--- src/hw/rtl/assert_macros.svh ---
// Assertion macros shared by the escape-time colorizer RTL.
// Define ASSERT_OFF to compile every check away.
`ifndef ASSERT_MACROS_SVH
`define ASSERT_MACROS_SVH
`ifndef ASSERT_OFF
`define ASSERT_ALWAYS(lbl, clk, rst_n, expr) \
    lbl: assert property (@(posedge clk) disable iff (!rst_n) (expr)) \
        else $error("assertion failed");
`define ASSERT_IMPLIES(lbl, clk, rst_n, ante, cons) \
    lbl: assert property (@(posedge clk) disable iff (!rst_n) (ante) |-> (cons)) \
        else $error("assertion failed");
`define ASSERT_NEXT(lbl, clk, rst_n, ante, cons) \
    lbl: assert property (@(posedge clk) disable iff (!rst_n) (ante) |=> (cons)) \
        else $error("assertion failed");
`else
`define ASSERT_ALWAYS(lbl, clk, rst_n, expr)
`define ASSERT_IMPLIES(lbl, clk, rst_n, ante, cons)
`define ASSERT_NEXT(lbl, clk, rst_n, ante, cons)
`endif
`endif

--- src/hw/rtl/mec_pkg.sv ---
// Types and fixed constants of the escape-time colorizer.
// No dependencies; used by mec_ctrl, mec_datapath and the top level.
`timescale 1ns / 1ps

package mec_pkg;

    localparam int PIXEL_W     = 12;
    localparam int COUNT_W     = 7;
    localparam int CHAN_W      = 8;
    localparam int ORIGIN_W    = 32;
    localparam int STEP_W      = 31;
    localparam int CFG_IDX_W   = 2;
    localparam int CFG_DATA_W  = 32;
    // origin + 4095 * step needs 44 signed bits
    localparam int C_W         = 45;
    localparam int MUL_LIMB_W  = 32;
    localparam int IN_TDATA_W  = 24;
    localparam int OUT_TDATA_W = 32;

    localparam logic [CFG_IDX_W-1:0] REG_ORIGIN_REAL = 2'd0;
    localparam logic [CFG_IDX_W-1:0] REG_ORIGIN_IMAG = 2'd1;
    localparam logic [CFG_IDX_W-1:0] REG_STEP_REAL   = 2'd2;
    localparam logic [CFG_IDX_W-1:0] REG_STEP_IMAG   = 2'd3;

    localparam logic [ORIGIN_W-1:0] ORIGIN_RESET = 32'hE000_0000;
    localparam logic [STEP_W-1:0]   STEP_RESET   = 31'h0010_0000;

    localparam int THRESH_LOW  = 16;
    localparam int THRESH_MID  = 32;
    localparam int THRESH_HIGH = 48;
    localparam logic [CHAN_W-1:0] CHAN_FULL = 8'hFF;
    localparam logic [CHAN_W-1:0] CHAN_ZERO = 8'h00;

    typedef enum logic [1:0] {
        ST_IDLE,
        ST_MUL,
        ST_UPDATE,
        ST_FINISH
    } state_t;

    typedef struct packed {
        logic start;      // capture pixel, form c, clear z
        logic mul_step;   // one limb of the three products
        logic update;     // z <= z^2 + c, count++
        logic load_out;   // color into the output register
    } cmd_t;

    typedef struct packed {
        logic limb_last;
        logic escaped;
        logic iter_last;
        logic out_free;
    } status_t;

endpackage

--- src/hw/rtl/mec_ctrl.sv ---
// Sequencer of the escape-time colorizer: accepts a pixel, steps the
// multiply/update loop and hands the result to the output register. Uses mec_pkg.
`timescale 1ns / 1ps
`include "assert_macros.svh"

module mec_ctrl (
    input  logic             clk,
    input  logic             rst_n,
    input  logic             in_valid,
    output logic             in_ready,
    input  mec_pkg::status_t status,
    output mec_pkg::cmd_t    cmd
);
    import mec_pkg::*;

    state_t state_reg;
    state_t state_next;

    always_ff @(posedge clk or negedge rst_n)
    begin
        if (!rst_n)
        begin
            state_reg <= ST_IDLE;
        end
        else
        begin
            state_reg <= state_next;
        end
    end

    always_comb
    begin
        state_next = state_reg;
        unique case (state_reg)
            ST_IDLE:
            begin
                if (in_valid)
                begin
                    state_next = ST_MUL;
                end
            end
            ST_MUL:
            begin
                if (status.limb_last)
                begin
                    state_next = ST_UPDATE;
                end
            end
            ST_UPDATE:
            begin
                if (status.escaped || status.iter_last)
                begin
                    state_next = ST_FINISH;
                end
                else
                begin
                    state_next = ST_MUL;
                end
            end
            ST_FINISH:
            begin
                if (status.out_free)
                begin
                    state_next = ST_IDLE;
                end
            end
            default:
            begin
                state_next = ST_IDLE;
            end
        endcase
    end

    always_comb
    begin
        cmd      = '0;
        in_ready = 1'b0;
        unique case (state_reg)
            ST_IDLE:
            begin
                in_ready  = 1'b1;
                cmd.start = in_valid;
            end
            ST_MUL:
            begin
                cmd.mul_step = 1'b1;
            end
            ST_UPDATE:
            begin
                cmd.update = !status.escaped;
            end
            ST_FINISH:
            begin
                cmd.load_out = status.out_free;
            end
            default:
            begin
                cmd = '0;
            end
        endcase
    end

    `ASSERT_NEXT(a_escape_ends, clk, rst_n, (state_reg == ST_UPDATE) && status.escaped, state_reg == ST_FINISH)
    `ASSERT_ALWAYS(a_single_cmd, clk, rst_n, $onehot0({cmd.start, cmd.mul_step, cmd.update, cmd.load_out}))

endmodule

--- config.mk ---
export PLATFORM = sky130hd
export DESIGN_NAME = mec_ctrl
export DESIGN_NICKNAME = d
export VERILOG_FILES = /design/src/hw/rtl/mec_pkg.sv /design/src/hw/rtl/mec_ctrl.sv
export VERILOG_INCLUDE_DIRS = /design/src /design/src/hw/rtl
export SDC_FILE = /design/constraint.sdc
export NUM_CORES = 1
export LEC_CHECK = 0
export CAP_MARGIN = 10
export CORE_AREA = 2 2 39 41
export DETAILED_ROUTE_END_ITERATION = 8
export DIE_AREA = 0 0 41 43
export DONT_BUFFER_PORTS = 1
export PLACE_DENSITY_LB_ADDON = 0.25
export SLEW_MARGIN = 20
export SYNTH_ARGS = -nofsm -noshare
export SYNTH_HDL_FRONTEND = slang
export SYNTH_SLANG_ARGS = --single-unit
--- constraint.sdc ---
create_clock -name clk -period 1.9 [get_ports clk]
set_input_delay 0.095 -clock clk [delete_from_list [all_inputs] [get_ports clk]]
set_output_delay 0.095 -clock clk [all_outputs]
set_load 0.01 [all_outputs]
==> impl_metrics.toml <==
[synthesis]
synth_cell_types = 13
ys_seq_area_frac = 0.357
synth_area_per_cell_um2 = 9.34
synth_cells = 15
syn_area_um2 = 140
syn_nets = 22
ys_warn_count = 0
synth_seq_cells = 2

[cts]
cts_tree = "done"
cts_buffers = 3
insertion_delay_ps = 220
cts.sinks = 2
cts_setup_buffers = 0
ctsHtreeMaxLevel = 1
cts-root-buf = "clkbuf_4"
clockBufferDepth = 2
clk_pin_slew_worst_paths_ps = 30

[place]
portBuffers = 0
post-place-ws_ps = 901
dp_hpwl_um = 251
place.gp.congestion = 0.593

[power_and_ir_drop]
p_switching_uw = 113
combPwrFrac = 0.357
p_leak_uw = 0.0000772
peakVddDrop_mv = 0.342
p_int_uw = 191
p_per_area_nw_per_um2 = 1670
switching_share = 0.372
p_clk_frac = 0.305
seq_power_share = 0.338

[critical_path]
cp_cell_sequence = "nor2_1 > and2_1"
crit_buf_inv = 0
worst-endpoint-arrival_ps = 1120
worstSetupEndpointType = "output port"
setup.worst_path.class = "reg -> out"
crit_fanout = 9
start_kind = "flop"
path_delay_family = "simple AND/OR/NAND/NOR gates"
required_ps = 1800
max_stage_delay_ps = 440
slowest_stage = "dfrtp_1"

[sta]
setup_ws_ps = 680
worst_pin_slew_ps = 407
hold_viol = 0
finalCritPeriodShare = 0.642
setup_viol = 0
slew_headroom = 0.728
grt_setup_unrepaired = "false"
clock.fmax_mhz = 820
skew_ps = 1.36
maxSlewViolCount = 0
period_needed_ps = 1220
fin_setup_tns_ps = 0

[grt]
grt-ovfl-total = 0
grt_pass1_wl_um = 483
grt_pass1_vias = 138
grt_start_max_net_pins = 10
grt_usage = 0.0492
antenna_found_initial = 0

[layout]
fill_cells = 159
drive_above_1_share = 0.333
multi_input_area_um2 = 78.8
seqCellArea_um2 = 50.0
largest_reg_flops = 2
syn_to_final_growth_pct = 29.5
diodes = 0
nNetsFinal = 27

[worst_hold_path]
min_path_type = "in -> reg"

[route]
via_per_inst = 3.32
wl_um = 313
drt.antenna.violating_nets = 0
dr.pass1.iters = 2
first_iter_violations = 1
drc = 0
avgRoutedWirePerCell_um = 9.21
vias = 113

[floorplanning]
io_pins = 12
die_w_um = 41
rows = 14
dieArea_um2 = 1760
core_area_um2 = 1380
die_h_um = 43
initial_core_util = 0.101

[run]
max_cap_violations = 0

[status]
outcome = "finished clean"
-- through the flow --
step                      area (µm²)   util  hold slack (ps)  std cells  power [µW]
after CTS                        181  0.131             18.8         34         315
after floorplan                  140      -             -201         15         218
after global placement           149  0.108             -201         30         212
after global routing             181  0.131             40.0         34         334
after detailed placement         149  0.108             -200         30         212
final                            181  0.131             31.7         34         304
-- layout by cell type, fill, tap and decap left out --
| cell | Yosys | routed |
|---|---|---|
| a21bo_1 | 1 | 1 |
| and2_1 | 1 | 1 |
| and2_4 | 1 | 1 |
| and2b_2 | 1 | 1 |
| and3_2 | 1 | 1 |
| clkbuf_4 | 0 | 3 |
| dfrtp_1 | 2 | 2 |
| dlygate4sd3_1 | 0 | 1 |
| nand2_1 | 1 | 1 |
| nor2_1 | 2 | 2 |
| nor3_1 | 1 | 1 |
| nor3b_1 | 1 | 1 |
| o22ai_1 | 1 | 1 |
| o31ai_1 | 1 | 1 |
-- cell families after synthesis --
kind of cell / count (synthesis) / share of synthesized area
AOI/OAI and AO/OA: 3 / 0.170
buffers and inverters: 1 / 0.0804
DFF: 2 / 0.357
and+or+nand+nor: 9 / 0.393
-- cells in the mapped netlist --
library cell / count / area (µm²)
a21bo_1: 1 / 10.0
and2_1: 1 / 6.26
and2_4: 1 / 8.76
and2b_2: 1 / 8.76
and3_2: 1 / 7.51
buf_6: 1 / 11.3
dfrtp_1: 2 / 50.1
nand2_1: 1 / 3.75
nor2_1: 2 / 7.51
nor3_1: 1 / 5.00
nor3b_1: 1 / 7.51
o22ai_1: 1 / 6.26
o31ai_1: 1 / 7.51
-- timing repair --
| action | 4_1_cts | 5_1_grt |
|---|---|---|
| hold buffers | 1 | 0 |
| gates resized for setup | 0 | 0 |
| endpoints found under the hold margin | 2 | 0 |
-- layer usage --
layer	vias to the layer above	track usage	share of wire	routed length (µm)
met3	0	0.0524	0.19	60
li1	59	-	-	-
met5	-	0	0	0
met2	7	0.0438	0.42	130
met4	0	0.0600	0	0
met1	47	0.0514	0.39	122
-- path summary, 6_finish.rpt --
check	from	endpoint	slack (ps)	depth (start not counted)
max in group asynchronous	rst_n	state_reg[1]	1670	1
worst max-delay path	state_reg[0]	cmd[3]	680	2
worst min-delay path	status[3]	state_reg[1]	30	2
worst max register to register	state_reg[0]	state_reg[1]	970	2
min in group asynchronous	rst_n	state_reg[0]	110	1
worst min register to register	state_reg[1]	state_reg[1]	550	1
-- final cells by class --
class,count,share of cell area
sequential,2,0.276
timing repair buffer,1,0.0552
multi-input combinational,12,0.434
tap,16,0.110
clock buffer,3,0.124
-- power by group through the flow --
stage	registers [µW]	clock network [µW]	logic, µW
floorplan	80.2	0	138
global placement	103	0	109
detailed placement	104	0	108
CTS	103	102	110
global route	111	103	120
finish	103	92.5	109
(Power assumes the default switching activity.)
